## src/rtl/gmo_pkg.sv

```systemverilog
// ============================================================================
// gmo_pkg - shared constants and angle tables for the gradient core
// Fixed-point formats, angle constants and result codes used by the
// gradient front end, the rotation cells and the quotient cells.
// ============================================================================
package gmo_pkg;

    // Default pixel width of the stream
    localparam int unsigned PIXEL_BITS_DEF = 8;

    // Rotation arithmetic: angles in Q60 radians, vector scaled by 2^40
    localparam int unsigned CORDIC_STEPS = 46;
    localparam int unsigned VEC_SHIFT    = 40;
    localparam int unsigned ANGLE_W      = 64;
    localparam int unsigned OFFSET_W     = ANGLE_W - 1;

    // Orientation quotient and result codes
    localparam int unsigned QUOT_BITS    = 9;
    localparam int unsigned ORIENT_BITS  = 8;
    localparam logic [ORIENT_BITS-1:0] ORIENT_MAX  = 8'd254;
    localparam logic [ORIENT_BITS-1:0] ORIENT_FLAT = 8'd127;
    localparam logic [ORIENT_BITS-1:0] ORIENT_PI   = 8'd0;

    localparam logic [ANGLE_W-1:0] ONE_Q60 = 64'd1 << 60;

    typedef logic signed [ANGLE_W-1:0] t_angle;

    // pi in Q60 by Machin's formula: 16*atan(1/5) - 4*atan(1/239)
    function automatic logic [ANGLE_W-1:0] calc_pi();
        logic [ANGLE_W-1:0] pw5;
        logic [ANGLE_W-1:0] pw239;
        logic [ANGLE_W-1:0] a5;
        logic [ANGLE_W-1:0] a239;
        logic [ANGLE_W-1:0] term;
        int unsigned n;
        pw5   = ONE_Q60 / 64'd5;
        pw239 = ONE_Q60 / 64'd239;
        a5    = '0;
        a239  = '0;
        for (n = 0; n < 32; n++) begin
            term  = pw5 / 64'(2 * n + 1);
            a5    = n[0] ? a5 - term : a5 + term;
            pw5   = pw5 / 64'd25;
            term  = pw239 / 64'(2 * n + 1);
            a239  = n[0] ? a239 - term : a239 + term;
            pw239 = pw239 / 64'd57121;
        end
        return (a5 << 4) - (a239 << 2);
    endfunction

    localparam t_angle PI_Q60 = t_angle'(calc_pi());

    // atan(2^-i) in Q60 by its power series; step zero is pi/4
    function automatic t_angle atan_pow2(input int unsigned i);
        logic [ANGLE_W-1:0] sum;
        logic [ANGLE_W-1:0] term;
        int unsigned n;
        int unsigned s;
        sum = '0;
        if (i == 0) begin
            sum = PI_Q60 >> 2;
        end else begin
            for (n = 0; n < 31; n++) begin
                s = i * (2 * n + 1);
                if (s <= 60) begin
                    term = (64'd1 << (60 - s)) / 64'(2 * n + 1);
                    sum  = n[0] ? sum - term : sum + term;
                end
            end
        end
        return t_angle'(sum);
    endfunction

    // Width of one orientation bin in Q60 radians
    localparam logic [ANGLE_W-1:0] ORIENT_STEP = (2 * PI_Q60) / 255;

endpackage

```

## src/rtl/gmo_div_cell.sv

```systemverilog
// ============================================================================
// gmo_div_cell - one restoring division digit
// Compares the angle offset against one bin width shifted by BIT and
// appends the quotient bit.
// ============================================================================
module gmo_div_cell #(
    parameter int unsigned GRAD_BITS = gmo_pkg::PIXEL_BITS_DEF + 1,
    parameter int unsigned BIT       = 0
) (
    input  logic                            i_clk,
    input  logic                            i_rst_n,
    input  logic                            i_en,
    input  logic                            i_valid,
    input  logic signed [GRAD_BITS-1:0]     i_gx,
    input  logic signed [GRAD_BITS-1:0]     i_gy,
    input  logic [GRAD_BITS-1:0]            i_mag,
    input  logic [gmo_pkg::OFFSET_W-1:0]    i_rem,
    input  logic [gmo_pkg::QUOT_BITS-1:0]   i_quot,
    output logic                            o_valid,
    output logic signed [GRAD_BITS-1:0]     o_gx,
    output logic signed [GRAD_BITS-1:0]     o_gy,
    output logic [GRAD_BITS-1:0]            o_mag,
    output logic [gmo_pkg::OFFSET_W-1:0]    o_rem,
    output logic [gmo_pkg::QUOT_BITS-1:0]   o_quot
);
    import gmo_pkg::*;

    localparam logic [ANGLE_W-1:0] DIVISOR = ORIENT_STEP << BIT;

    logic                        take;
    logic                        r_valid;
    logic signed [GRAD_BITS-1:0] r_gx, r_gy;
    logic [GRAD_BITS-1:0]        r_mag;
    logic [OFFSET_W-1:0]         r_rem;
    logic [QUOT_BITS-1:0]        r_quot;

    assign take = ({1'b0, i_rem} >= DIVISOR);

    always_ff @(posedge i_clk) begin
        if (!i_rst_n) begin
            r_valid <= 1'b0;
        end else if (i_en) begin
            r_valid <= i_valid;
        end
    end

    always_ff @(posedge i_clk) begin
        if (i_en) begin
            r_gx   <= i_gx;
            r_gy   <= i_gy;
            r_mag  <= i_mag;
            r_rem  <= take ? i_rem - DIVISOR[OFFSET_W-1:0] : i_rem;
            r_quot <= {i_quot[QUOT_BITS-2:0], take};
        end
    end

    assign o_valid = r_valid;
    assign o_gx    = r_gx;
    assign o_gy    = r_gy;
    assign o_mag   = r_mag;
    assign o_rem   = r_rem;
    assign o_quot  = r_quot;

endmodule

```

## config.mk

```make
export PLATFORM = sky130hd
export DESIGN_NAME = gmo_div_cell
export DESIGN_NICKNAME = d
export VERILOG_FILES = /design/src/rtl/gmo_pkg.sv /design/src/rtl/gmo_div_cell.sv
export SDC_FILE = /design/constraint.sdc
export NUM_CORES = 1
export LEC_CHECK = 0
export BUFFER_PORTS_ARGS = -buffer_cell sky130_fd_sc_hd__buf_2
export CORE_MARGIN = 2
export CORE_UTILIZATION = 53
export CTS_BUF_LIST = sky130_fd_sc_hd__clkbuf_4 sky130_fd_sc_hd__clkbuf_8 sky130_fd_sc_hd__clkbuf_16
export DETAILED_ROUTE_END_ITERATION = 6
export GPL_TIMING_DRIVEN = 0
export PLACE_DENSITY = 0.95
export RECOVER_POWER = 50
export SLEW_MARGIN = 25
export SYNTH_ARGS = -nofsm -noshare
export SYNTH_HDL_FRONTEND = slang
export SYNTH_SLANG_ARGS = --single-unit
export TNS_END_PERCENT = 20
```

## constraint.sdc

```tcl
create_clock -name i_clk -period 7.2 [get_ports i_clk]
set_input_delay 0.72 -clock i_clk [delete_from_list [all_inputs] [get_ports i_clk]]
set_output_delay 0.72 -clock i_clk [all_outputs]
set_load 0.01 [all_outputs]
```

## After elaboration in Yosys (flattened, before gate mapping)

Cells that the tools add are included.

| storage, ports and cells | value |
|---|---|
| bits of input ports | 103 |
| register bits after elaboration | 100 |
| output and inout bits | 100 |

| operators by class | value |
|---|---|
| $add $sub $neg | 1 |
| mux-type cells | 1 |
| magnitude comparators | 1 |

Operator list:

| cell | number |
|---|---|
| 63-bit by 55-bit >= comparator with 1-bit output, second input constant | 1 |
| 63-bit two-way mux | 1 |
| 63-bit by 55-bit subtractor with 63-bit output, second input constant | 1 |

## Longest topological paths before layout

| depth | value |
|---|---|
| depth in word-level cells | 2 |
| depth in mapped cells | 11 |
| mapped depth without buffers | 10 |

## Worst setup path after synthesis

Ideal clock, no wire load.

| timing | value |
|---|---|
| path kind | input -> register |
| start point | input i_rem[1] (netlist name) |
| end point | register r_rem[54], in the netlist o_rem[54], data pin |
| arrival time | 2884 ps |
| stages | 10 |
| buffers on the path | 0 |
| slack | 4056 ps |
| cell sequence | inv_1 ha_1 or3b_2 a2111oi_0 o31ai_1 a41oi_1 o22ai_1 o311ai_1 nor2_1 xor2_1 |

| on the way | value |
|---|---|
| word-level cells in the longest chain between the ends | 2 |
| elaborated cells on any way between the ends | 3 |

RTL lines:

| element | RTL line | source |
|---|---|---|
| start, declared | gmo_div_cell.sv:17 | `input logic [gmo_pkg::OFFSET_W-1:0] i_rem,` |
| 63-bit by 55-bit subtractor with 63-bit output or 63-bit by 55-bit >= comparator with 1-bit output (tied branches) | gmo_div_cell.sv:52, gmo_div_cell.sv:37 |  |
| 63-bit two-way mux * | gmo_div_cell.sv:52 | `r_rem <= take ? i_rem - DIVISOR[OFFSET_W-1:0] : i_rem;` |
| end signal, assigned | gmo_div_cell.sv:52 |  |
| end, declared | gmo_div_cell.sv:34 | `logic [OFFSET_W-1:0] r_rem;` |

Every way passes the cells marked *; elsewhere a longest branch is shown, timed or not.
A chain may end at the register's enable or synchronous reset.

## Worst setup path after layout

| timing | value |
|---|---|
| start point | input i_en |
| end point | register r_rem[29], in the netlist o_rem[29] (enable) |

RTL lines:

| element | RTL line | source |
|---|---|---|
| start, declared | gmo_div_cell.sv:12 | `input logic i_en,` |

No word-level cell between the ends.

==> run_results.csv <==
group,metric,value,unit
status,outcome,"finished with violations",
status,failed_checks,"capacitance limit, slew limit",
drt,routed_wl,15000,microns
floorplanning,placementRows,36,
critical_path,critPathBufInv,2,
synth,synthSimpleGateAreaFrac,17.3,%
synth,postSynthAreaPerCell,11.6,sq um
clocking,clk_pin_slew,0.09,ns
drt,firstDrtPassIters,5,
global_routing,first_global_vias,4329,
sta,period_share,64.9,%
drt,ant_nets,0,
clocking,post_cts_buffers,0,
clocking,cts_buffers,9,
hold_path,holdCritPathClass,"primary input to flop",
sta,worst_slew_pin_slew,3.07,ns
clocking,clk_root_buffer_cell,"clkbuf_8",
job,maxCapViolations,2,
clocking,postCtsHoldBufs,0,
floorplanning,core,9590,sq um
critical_path,crit_type,"primary input to flop",
cells_and_area,final_cells,790,
sta,relSlewSlack,-105,%
sta,setup_tns,0,ns
synth,synth_compound_area_share,11.4,%
global_routing,grt_max_degree,61,
synth,syn_inst,444,
synth,ys_types,57,
synth,yosysSeqAreaShare,58.0,%
critical_path,cp-start-kind,"primary input",
cells_and_area,multi_input_area,2060,sq um
global_routing,grt_overflow_total,0,
synth,synth_enable_flop_cells,99,
synth,ys_warn_count,0,
drt,wl_per_cell,19.0,microns
synth,ys_async_sr_fraction,0,%
pwr,ir_worst_vdd,114,uV
synth,synthAdderAreaFrac,0.485,%
critical_path,cp_top_family,"buffers and inverters",
sta,rsz0062_at_grt,"no",
clocking,cts_max_level,3,
cells_and_area,post-route-util,67.9,%
global_routing,grt_pass1_wl,22200,microns
clocking,insertion_delay,0.37,ns
cells_and_area,regArea,2990,sq um
pwr,total_power,1.36,mW
synth,syn-num-nets,549,
critical_path,crit_path_frequent_cell,"clkbuf_1",
sta,finalSetupViolCount,0,
floorplanning,io_pins,203,
critical_path,cp_slowest_cell,"clkbuf_1",
hold_path,min_from,"i_gx[6]",
critical_path,crit_start,"i_en",
synth,syn_area,5160,sq um
clocking,cts.sinks,100,
cells_and_area,fillCellCount,712,
cells_and_area,drive_gt1_share,32.4,%
sta,fin_crit,4.67,ns
synth,synth_mux_area_share,0.194,%
synth,netlist_top_cells_area,"edfxtp_1 58%, xnor2_1 7.1%, nand2_1 3.5%",
global_routing,antenna_found_initial,0,
synth,ys_ff_latch,100,
critical_path,critical_path_required,7.13,ns
drt,drc,0,
floorplanning,start_util,53.8,%
synth,synth_top_family_by_area,"simple AND/OR/NAND/NOR gates",
cells_and_area,diodes,0,
critical_path,reg2reg_from,"o_valid",
floorplanning,die_x,103,microns
critical_path,cp_slowest_stage_delay,2.26,ns
sta,hold_viol_final,0,
critical_path,setup.worst_path.end_class,"flop",
critical_path,regToRegSetupSlack,6.57,ns
drt,vias_per_cell,5.71,
sta,clock_skew,0,ns
sta,setup_ws,2.53,ns
sta,fmax,214,MHz
drt,drt_iter0_markers,273,
pwr,p_leak,2.60,nW
placed_design,dpl.hpwl,11600,microns
synth,synth-xor-area-share,10.5,%
placed_design,gp_congestion,0.865,
cells_and_area,nNetsFinal,757,
critical_path,crit_fanout,60,
sta,drv_slew,103,
critical_path,cp_cell_sequence,"clkbuf_1 > clkbuf_1",
drt,num_vias,4508,
synth,synth_flop_cell,"edfxtp_1",
cells_and_area,area_growth,26.3,%
clocking,clock_path_buffers,2,
pwr,powerDensity,208,nW/um^2
placed_design,io_buffer_count,196,
placed_design,dp.cells,774,
clocking,post_cts_resize_count,0,
floorplanning,die_h,103,microns
critical_path,arrival,4.60,ns
global_routing,grtUsageTotal,28.3,%
placed_design,place_ws,2.94,ns
synth,yosys.area.top_type,"edfxtp_1",
clocking,cts_tree,"built",
floorplanning,die_area,10500,sq um
synth,synth_top_area_share,57.6,%
==> routing by layer <==
layer / wire length [microns] / global-route usage (%)
met3: 1290 / 6.31
met4: 486 / 13.6
met1: 5540 / 32.6
met5: 0 / 0
met2: 7710 / 49.8
==> kinds of logic (layout without fill, tap and decap cells) <==
group	Yosys count	count (layout)
simple gates	172	172
mux	1	1
buf+inv	21	234
xor+xnor	62	62
flops	100	100
fa+ha+maj	2	2
compound gates	86	86
==> cell type report <==
type / instances / share of cell area (%)
sequential: 100 / 45.9
multi-input combinational: 323 / 31.6
timing repair buffer: 197 / 14.8
tap: 133 / 2.55
clock buffer: 11 / 2.13
clock inverter: 5 / 1.31
buffer: 11 / 1.06
inverter: 10 / 0.595
==> worst register-to-register path: cells and delay by family, from the launching register on <==
family	cells	cell delay [ns]
multiplexers	1	0.07
flip-flops	1	0.34
AND/OR/NAND/NOR	1	0.17
==> power breakdown <==
group          total, mW  switching [mW]  internal, mW
logic              0.233           0.140        0.0927
clock network      0.402           0.196         0.206
registers          0.722          0.0149         0.707
total               1.36           0.352          1.01
==> metrics by stage <==
step                hold slack, ns  cell area, sq um
floorplan                    0.538              5160
global placement             0.491              6310
detailed placement           0.507              6340
CTS                          0.515              6560
global route                 0.512              6520
finish                       0.515              6520
==> synthesized netlist by cell type (all sizes together), types with 5 or more instances <==
cell type  instances
a21oi             25
a31oi              5
and2               7
and3               5
buf                6
clkbuf             5
edfxtp            99
inv                9
nand2             48
nand3             21
nand4              8
nor2              40
nor2b              8
nor3               8
o211ai             6
o21a               5
o21ai             15
xnor2             42
xor2              20
==> cells in the final DEF, fill, tap and decap left out, types with 3 or more instances in the layout <==
cell type  synthesis  final
a41oi_1            4      4
o31a_1             3      3
and2_1             7      7
nor2b_1            8      8
xor2_1            20     20
and3_1             5      5
nor3_1             6      6
clkbuf_8           0      9
a21oi_1           25     25
a211o_1            3      3
nand2_1           48     48
buf_2              1    181
o31ai_1            3      3
a31oi_1            4      4
xnor2_1           42     42
nor2_1            40     40
nand4_1            8      8
o21a_1             4      4
o21ai_0           13     13
inv_1              9      9
o311ai_1           3      3
nand2b_1           4      4
o2111ai_1          3      3
or3_1              3      3
nand3_1           21     21
clkbuf_1           5     22
nor4_1             3      3
edfxtp_1          99     99
o211ai_1           6      6
buf_4              3      3
==> sequential cells by signal, summed over array words and instances (netlist names) <==
register	count
o_gx	9
o_valid	1
o_gy	9
o_mag	9
o_quot	9
o_rem	63
==> worst paths after layout <==
| check | depth (start not counted) | to |
|---|---|---|
| worst min register to register | 2 | o_valid |
| worst min-delay path | 1 | o_gx[6] |
| worst max-delay path | 2 | o_rem[29] |
| worst max register to register | 2 | o_valid |
No activity file was read; power rests on OpenSTA's default activity.
