## config.mk

```make
export PLATFORM = sky130hd
export DESIGN_NAME = gmo_front
export DESIGN_NICKNAME = d
export VERILOG_FILES = /design/src/rtl/gmo_pkg.sv /design/src/rtl/gmo_front.sv
export SDC_FILE = /design/constraint.sdc
export NUM_CORES = 1
export LEC_CHECK = 0
export BUFFER_PORTS_ARGS = -buffer_cell sky130_fd_sc_hd__clkbuf_2
export CORE_MARGIN = 2
export CORE_UTILIZATION = 38
export DETAILED_ROUTE_END_ITERATION = 16
export HOLD_SLACK_MARGIN = 0.08
export PLACE_DENSITY_LB_ADDON = 0.2
export RECOVER_POWER = 100
export REMOVE_ABC_BUFFERS = 1
export SETUP_SLACK_MARGIN = 0.5
export SKIP_CTS_REPAIR_TIMING = 1
export SLEW_MARGIN = 20
export SYNTH_ARGS = -nofsm -noshare
export SYNTH_HDL_FRONTEND = slang
export SYNTH_SLANG_ARGS = --single-unit
```

## constraint.sdc

```tcl
create_clock -name i_clk -period 12.9 [get_ports i_clk]
set_input_delay 1.29 -clock i_clk [delete_from_list [all_inputs] [get_ports i_clk]]
set_output_delay 1.29 -clock i_clk [all_outputs]
set_load 0.02 [all_outputs]
```

## src/rtl/gmo_pkg.sv

```systemverilog
// ============================================================================
// gmo_pkg - shared constants and angle tables for the gradient core
// Fixed-point formats, angle constants and result codes used by the
// gradient front end, the rotation cells and the quotient cells.
// ============================================================================
package gmo_pkg;

    // Default pixel width of the stream
    localparam int unsigned PIXEL_BITS_DEF = 8;

    // Rotation arithmetic: angles in Q60 radians, vector scaled by 2^40
    localparam int unsigned CORDIC_STEPS = 46;
    localparam int unsigned VEC_SHIFT    = 40;
    localparam int unsigned ANGLE_W      = 64;
    localparam int unsigned OFFSET_W     = ANGLE_W - 1;

    // Orientation quotient and result codes
    localparam int unsigned QUOT_BITS    = 9;
    localparam int unsigned ORIENT_BITS  = 8;
    localparam logic [ORIENT_BITS-1:0] ORIENT_MAX  = 8'd254;
    localparam logic [ORIENT_BITS-1:0] ORIENT_FLAT = 8'd127;
    localparam logic [ORIENT_BITS-1:0] ORIENT_PI   = 8'd0;

    localparam logic [ANGLE_W-1:0] ONE_Q60 = 64'd1 << 60;

    typedef logic signed [ANGLE_W-1:0] t_angle;

    // pi in Q60 by Machin's formula: 16*atan(1/5) - 4*atan(1/239)
    function automatic logic [ANGLE_W-1:0] calc_pi();
        logic [ANGLE_W-1:0] pw5;
        logic [ANGLE_W-1:0] pw239;
        logic [ANGLE_W-1:0] a5;
        logic [ANGLE_W-1:0] a239;
        logic [ANGLE_W-1:0] term;
        int unsigned n;
        pw5   = ONE_Q60 / 64'd5;
        pw239 = ONE_Q60 / 64'd239;
        a5    = '0;
        a239  = '0;
        for (n = 0; n < 32; n++) begin
            term  = pw5 / 64'(2 * n + 1);
            a5    = n[0] ? a5 - term : a5 + term;
            pw5   = pw5 / 64'd25;
            term  = pw239 / 64'(2 * n + 1);
            a239  = n[0] ? a239 - term : a239 + term;
            pw239 = pw239 / 64'd57121;
        end
        return (a5 << 4) - (a239 << 2);
    endfunction

    localparam t_angle PI_Q60 = t_angle'(calc_pi());

    // atan(2^-i) in Q60 by its power series; step zero is pi/4
    function automatic t_angle atan_pow2(input int unsigned i);
        logic [ANGLE_W-1:0] sum;
        logic [ANGLE_W-1:0] term;
        int unsigned n;
        int unsigned s;
        sum = '0;
        if (i == 0) begin
            sum = PI_Q60 >> 2;
        end else begin
            for (n = 0; n < 31; n++) begin
                s = i * (2 * n + 1);
                if (s <= 60) begin
                    term = (64'd1 << (60 - s)) / 64'(2 * n + 1);
                    sum  = n[0] ? sum - term : sum + term;
                end
            end
        end
        return t_angle'(sum);
    endfunction

    // Width of one orientation bin in Q60 radians
    localparam logic [ANGLE_W-1:0] ORIENT_STEP = (2 * PI_Q60) / 255;

endpackage

```

## src/rtl/gmo_front.sv

```systemverilog
// ============================================================================
// gmo_front - gradient front end
// Forms the halved differences, the squared length and the starting vector
// of the angle rotation, folded into the right half plane.
// ============================================================================
module gmo_front #(
    parameter int unsigned PIXEL_BITS = gmo_pkg::PIXEL_BITS_DEF
) (
    input  logic                              i_clk,
    input  logic                              i_rst_n,
    input  logic                              i_en,
    input  logic                              i_valid,
    input  logic [PIXEL_BITS-1:0]             i_p00,
    input  logic [PIXEL_BITS-1:0]             i_p01,
    input  logic [PIXEL_BITS-1:0]             i_p10,
    input  logic [PIXEL_BITS-1:0]             i_p11,
    output logic                              o_valid,
    output logic signed [PIXEL_BITS:0]        o_gx,
    output logic signed [PIXEL_BITS:0]        o_gy,
    output logic [2*PIXEL_BITS:0]             o_sq,
    output logic signed [PIXEL_BITS+gmo_pkg::VEC_SHIFT+2:0] o_x,
    output logic signed [PIXEL_BITS+gmo_pkg::VEC_SHIFT+2:0] o_y,
    output gmo_pkg::t_angle                   o_z
);
    import gmo_pkg::*;

    localparam int unsigned GB  = PIXEL_BITS + 1;
    localparam int unsigned DW  = PIXEL_BITS + 3;
    localparam int unsigned SQW = 2 * GB - 1;
    localparam int unsigned XW  = GB + VEC_SHIFT + 2;

    logic signed [DW-1:0]   dx, dy, hx, hy, tx, ty;
    logic signed [GB-1:0]   gx, gy, xn, yn;
    logic signed [2*GB-1:0] px, py;
    logic                   r_valid;
    logic signed [GB-1:0]   r_gx, r_gy;
    logic [SQW-1:0]         r_sq;
    logic signed [XW-1:0]   r_x, r_y;
    t_angle                 r_z, n_z;

    always_comb begin
        dx = $signed({3'b000, i_p11}) + $signed({3'b000, i_p01})
           - $signed({3'b000, i_p10}) - $signed({3'b000, i_p00});
        dy = $signed({3'b000, i_p11}) + $signed({3'b000, i_p10})
           - $signed({3'b000, i_p01}) - $signed({3'b000, i_p00});
        // halve toward zero: bias negative values by one before the shift
        hx = dx + $signed({{(DW-1){1'b0}}, dx[DW-1]});
        hy = dy + $signed({{(DW-1){1'b0}}, dy[DW-1]});
        tx = hx >>> 1;
        ty = hy >>> 1;
        gx = tx[GB-1:0];
        gy = ty[GB-1:0];
        px = gx * gx;
        py = gy * gy;
        // fold left half plane over by a half turn
        xn = gx[GB-1] ? -gx : gx;
        yn = gx[GB-1] ? -gy : gy;
        if (gx[GB-1]) begin
            n_z = (gy > 0) ? PI_Q60 : -PI_Q60;
        end else begin
            n_z = '0;
        end
    end

    always_ff @(posedge i_clk) begin
        if (!i_rst_n) begin
            r_valid <= 1'b0;
        end else if (i_en) begin
            r_valid <= i_valid;
        end
    end

    always_ff @(posedge i_clk) begin
        if (i_en) begin
            r_gx <= gx;
            r_gy <= gy;
            r_sq <= px[SQW-1:0] + py[SQW-1:0];
            r_x  <= {{2{xn[GB-1]}}, xn, {VEC_SHIFT{1'b0}}};
            r_y  <= {{2{yn[GB-1]}}, yn, {VEC_SHIFT{1'b0}}};
            r_z  <= n_z;
        end
    end

    assign o_valid = r_valid;
    assign o_gx    = r_gx;
    assign o_gy    = r_gy;
    assign o_sq    = r_sq;
    assign o_x     = r_x;
    assign o_y     = r_y;
    assign o_z     = r_z;

endmodule

```

## Word-level counts from Yosys, hierarchy flattened

Index checks and enable logic that the tools add are counted.

- Register bits: 118
- Input port bits: 36

- Add/sub/neg operators: 11
- Multiply operators: 2
- $lt $le $gt $ge: 1
- Mux-type cells: 3

Operators with widths:

| cell | count |
|---|---|
| $mux 64 | 1 |
| $mul 9x9->17 | 2 |
| $sub 10x9->11 | 2 |
| $add 10x2->10 | 2 |
| $sub 9x8->10 | 2 |
| $add 8x8->9 | 2 |
| $mux 9 | 2 |
| $neg 9->9 | 2 |
| $add 17x17->17 | 1 |
| $gt 9x1->1 const B | 1 |

## Logic depth before layout (Yosys ltp)

- Depth after elaboration: 6
- Mapped depth: 48
- Depth with buffers taken out: 47

## Worst setup path before layout

OpenSTA, ideal clock, no wires.

- Path type: input port to flip-flop
- Start: in i_p01[1]
- End: reg r_sq[16], in the netlist o_sq[16], data pin
- Library setup time: 260 ps
- Arrival: 10911 ps
- Slack: 1729 ps
- Stages on the path: 45
- Buffers on the path: 2
- Cells stage by stage: inv_1 > fa_1 > buf_6 > xor2_1 > ha_1 > o21bai_2 > maj3_2 > a21oi_1 > o21ai_0 > a21oi_1 > xnor2_1 > ha_1 > o21a_1 > nor2_1 > a21o_1 > nand2_2 > a21oi_1 > ha_1 > [9 not listed] > fa_1 > fa_1 > fa_1 > fa_1 > fa_1 > inv_1 > fa_1 > inv_1 > ha_1 > inv_1 > o21bai_1 > a21oi_1 > nor2b_1 > o21a_1 > nor3_1 > nor2_1 > o41a_1 > xnor2_1

- Elaborated cells between the ends (all ways): 10
- Classes of those cells: add/sub: 8; mul: 2

RTL lines:

| item | RTL line | source |
|---|---|---|
| from (decl) | gmo_front.sv:14 | `input logic [PIXEL_BITS-1:0] i_p01,` |
| $sub 9x8->10 | gmo_front.sv:45 | `- $signed({3'b000, i_p01}) - $signed({3'b000, i_p00});` |
| $sub 10x9->11 | gmo_front.sv:45 |  |
| $add 10x2->10 | gmo_front.sv:48 | `hy = dy + $signed({{(DW-1){1'b0}}, dy[DW-1]});` |
| via hy[8] | gmo_front.sv:32 | `logic signed [DW-1:0] dx, dy, hx, hy, tx, ty;` |
| $mul 9x9->17 | gmo_front.sv:54 | `py = gy * gy;` |
| $add 17x17->17 | gmo_front.sv:77 | `r_sq <= px[SQW-1:0] + py[SQW-1:0];` |
| to (signal assigned) | gmo_front.sv:77 |  |
| to (decl) | gmo_front.sv:37 | `logic [SQW-1:0] r_sq;` |

The timed path passes the listed nets, and every way through them passes these cells.
A chain may end at the register's enable or synchronous reset.

## Worst setup path in the final report

- Start: in i_p01[1]
- End: reg r_sq[16], in the netlist o_sq[16], data pin

- Cells in the longest elaborated chain, start to end: 6
- Elaborated cells between the ends (all ways): 10
- Classes of those cells: add/sub: 8; mul: 2

RTL lines:

| item | RTL line | source |
|---|---|---|
| $add 8x8->9 | gmo_front.sv:42 | `dx = $signed({3'b000, i_p11}) + $signed({3'b000, i_p01})` |
| $sub 9x8->10 | gmo_front.sv:43 | `- $signed({3'b000, i_p10}) - $signed({3'b000, i_p00});` |
| $sub 10x9->11 | gmo_front.sv:43 |  |
| $add 10x2->10 | gmo_front.sv:47 | `hx = dx + $signed({{(DW-1){1'b0}}, dx[DW-1]});` |
| $mul 9x9->17 | gmo_front.sv:53 | `px = gx * gx;` |
| $add 17x17->17 * | gmo_front.sv:77 |  |

Every way passes the cells marked *; elsewhere a longest branch is shown, timed or not.

==> impl_results.md <==
- Synth area leaders: fa_1, edfxtp_1, ha_1
- Site Rows: between 60 and 70
- Crit Path Class: in -> reg
- Largest area contributor in the netlist: fa_1
- Crit path capture type: register
- Synth Warn #: 0
- CP max stage delay: approximately 720 ps
- Placer Congestion: roughly 0.80
- Max Slew Vio Count: 56
- Tot GR Track Use: 0.153
- Routed Antenna Nets: 0
- Die width: approximately 170 um
- Ratio of cells with drive above 1 in the final layout: 0.0587
- Largest net degree at the start of global routing: 56
- Measured slew at the worst slew-check pin: 2960 ps
- CTS tree: done
- Fin crit period: 11790 ps
- H-Tree Depth: 2
- Seq/Total Area, Yosys: 0.155
- TNS Setup: 0 ps
- Initial antenna violation count: 0
- Clk sinks: 55
- Unrepaired setup endpoints after global routing: no
- Vias per inst: approximately 4.4
- CP required: between 10000 and 15000 ps
- Drt wl/cell: about 14 um
- Synth Register Bits: 55
- # IOs: 238
- Yosys cell types: 77
- FMAX: between 0.08 and 0.09 GHz
- Clock Tree Buf Depth: 2
- Crit share post-route: 0.914
- Synth-to-Final Area Change: 3.55%
- Initial Util: 0.384
- Antenna diodes: 0
- DRC Markers: 0
- Chip Height: roughly 170 um
- Core Box Area: between 0.02 and 0.03 sq mm
- Syn Area/Cell: approximately 9.6 sq um
- Detail Placement HPWL: roughly 19000 um
- Synth Cell Area: between 0.01 and 0.015 sq mm
- Vias: ~7000
- Number of synthesized flops with an enable pin: 54
- Ys async rst share: 0
- Worst-skew pair later-pin latency: slightly below 300 ps
- Grt total ovfl: 0
- Syn Inst Count: approximately 1100
- Die area: roughly 0.03 sq mm
- Num CTS Buffers: 5
- Clock transition at the registers of the reported paths: roughly 70 ps
- Most numerous cell in the Yosys netlist: inv_1
- Synth top area share: 0.281
- Final setup fails: 0
- Crit path max-delay cell type: fa_1
- TritonRoute pass-1 iters: 4
- Post-synth top flop: edfxtp_1
- Maxcap violations: 1
- Final Hold Fails: 0
- Vias in the first global route: between 6000 and 7000
- Port bufs: roughly 150
- Post-synth top cells: inv_1, buf_4, fa_1
- Worst EP arrival: roughly 12000 ps
- Crit-path max FO: 11
- Startpoint Class: input port
- Initial drt markers: approximately 270
- First-pass GRT wire length: 35100 um
- Crit-path most repeated cell: fa_1
- Clock skew: 0 ps
- Failing checks: capacitance limit, slew limit
- Final WL: 22000 um
- CTS root buf: clkbuf_16
- Min-Delay Path Class: reg -> reg
- Slew headroom: -0.975
- Status: finished with violations
- Nets: about 1500
[worst paths after layout]
check                 from        to  slack [ps]  depth (start not counted)
setup / recovery  i_p01[1]  o_sq[16]        1110                         45
hold / removal     o_valid   o_valid         530                          2
setup reg to reg   o_valid   o_valid       12250                          2
hold reg to reg    o_valid   o_valid         530                          2
[logic make-up after synthesis]
family,Yosys count,share of synthesized area
adder cells (fa/ha/maj),258,0.409
AND/OR/NAND/NOR,213,0.0925
other,1,0.000353
buffers and inverters,391,0.194
AO/OA/AOI/OAI,105,0.0735
multiplexers,4,0.00389
flip-flops,55,0.155
XOR/XNOR,83,0.0723
[area by class of cell]
type	instances	area [sq um]
clock inverters	3	15.0
fillers	2933	16600
repair buffers	169	718
multi-input cells	748	7160
inverters	230	863
well taps	378	473
flip-flops and latches	55	1640
clock buffers	5	125
[stage by stage]
stage                     setup WS (ps)  instance area [sq um]  cells  hold slack [ps]   util
after global routing                361                  11000   1588              552  0.398
after CTS                          1090                  11200   1588              543  0.407
final                              1110                  11000   1588              535  0.398
after detailed placement            797                  11100   1580              522  0.402
after global placement             1010                  11100   1580              506  0.402
after floorplan                    1580                   9740   1033              589      -
[registers in the layout (all words and copies together), names as in the netlist]
signal / count
o_x: 8
o_gx: 9
o_y: 8
o_gy: 9
o_valid: 1
o_sq: 17
o_z: 3
[metal layers]
| metal | track usage | up-vias | share of wire |
|---|---|---|---|
| met1 | 0.209 | 3400 | 0.45 |
| met2 | 0.270 | 157 | 0.51 |
| met4 | 0.0328 | 0 | 0.012 |
| met5 | 0 | - | 0 |
| met3 | 0.00690 | 14 | 0.033 |
| li1 | - | 3421 | - |
[cells in the final DEF (no fill, tap or decap), drive strengths merged, types with 4 or more instances in the layout]
cell    count
a211oi      4
a21o       10
a21oi      28
a31oi       6
and2       16
buf        11
clkbuf    163
conb       85
edfxtp     54
fa        149
ha        108
inv       229
nand2      70
nand2b      5
nand3       7
nand4       4
nor2       71
nor2b       6
nor3       16
o21a        7
o21ai      20
o21bai      4
or2         4
or3         4
xnor2      58
xor2       25
[critical path: cells and delay by family]
kind            cells  cell delay (ps)
compound gates     11             2040
fa+ha+maj          13             5720
simple gates        9             1510
xor+xnor            4              570
buf+inv             8              700
Power is not shown: default switching activity piles up to over one toggle a cycle in this logic, so the estimate is an artifact.
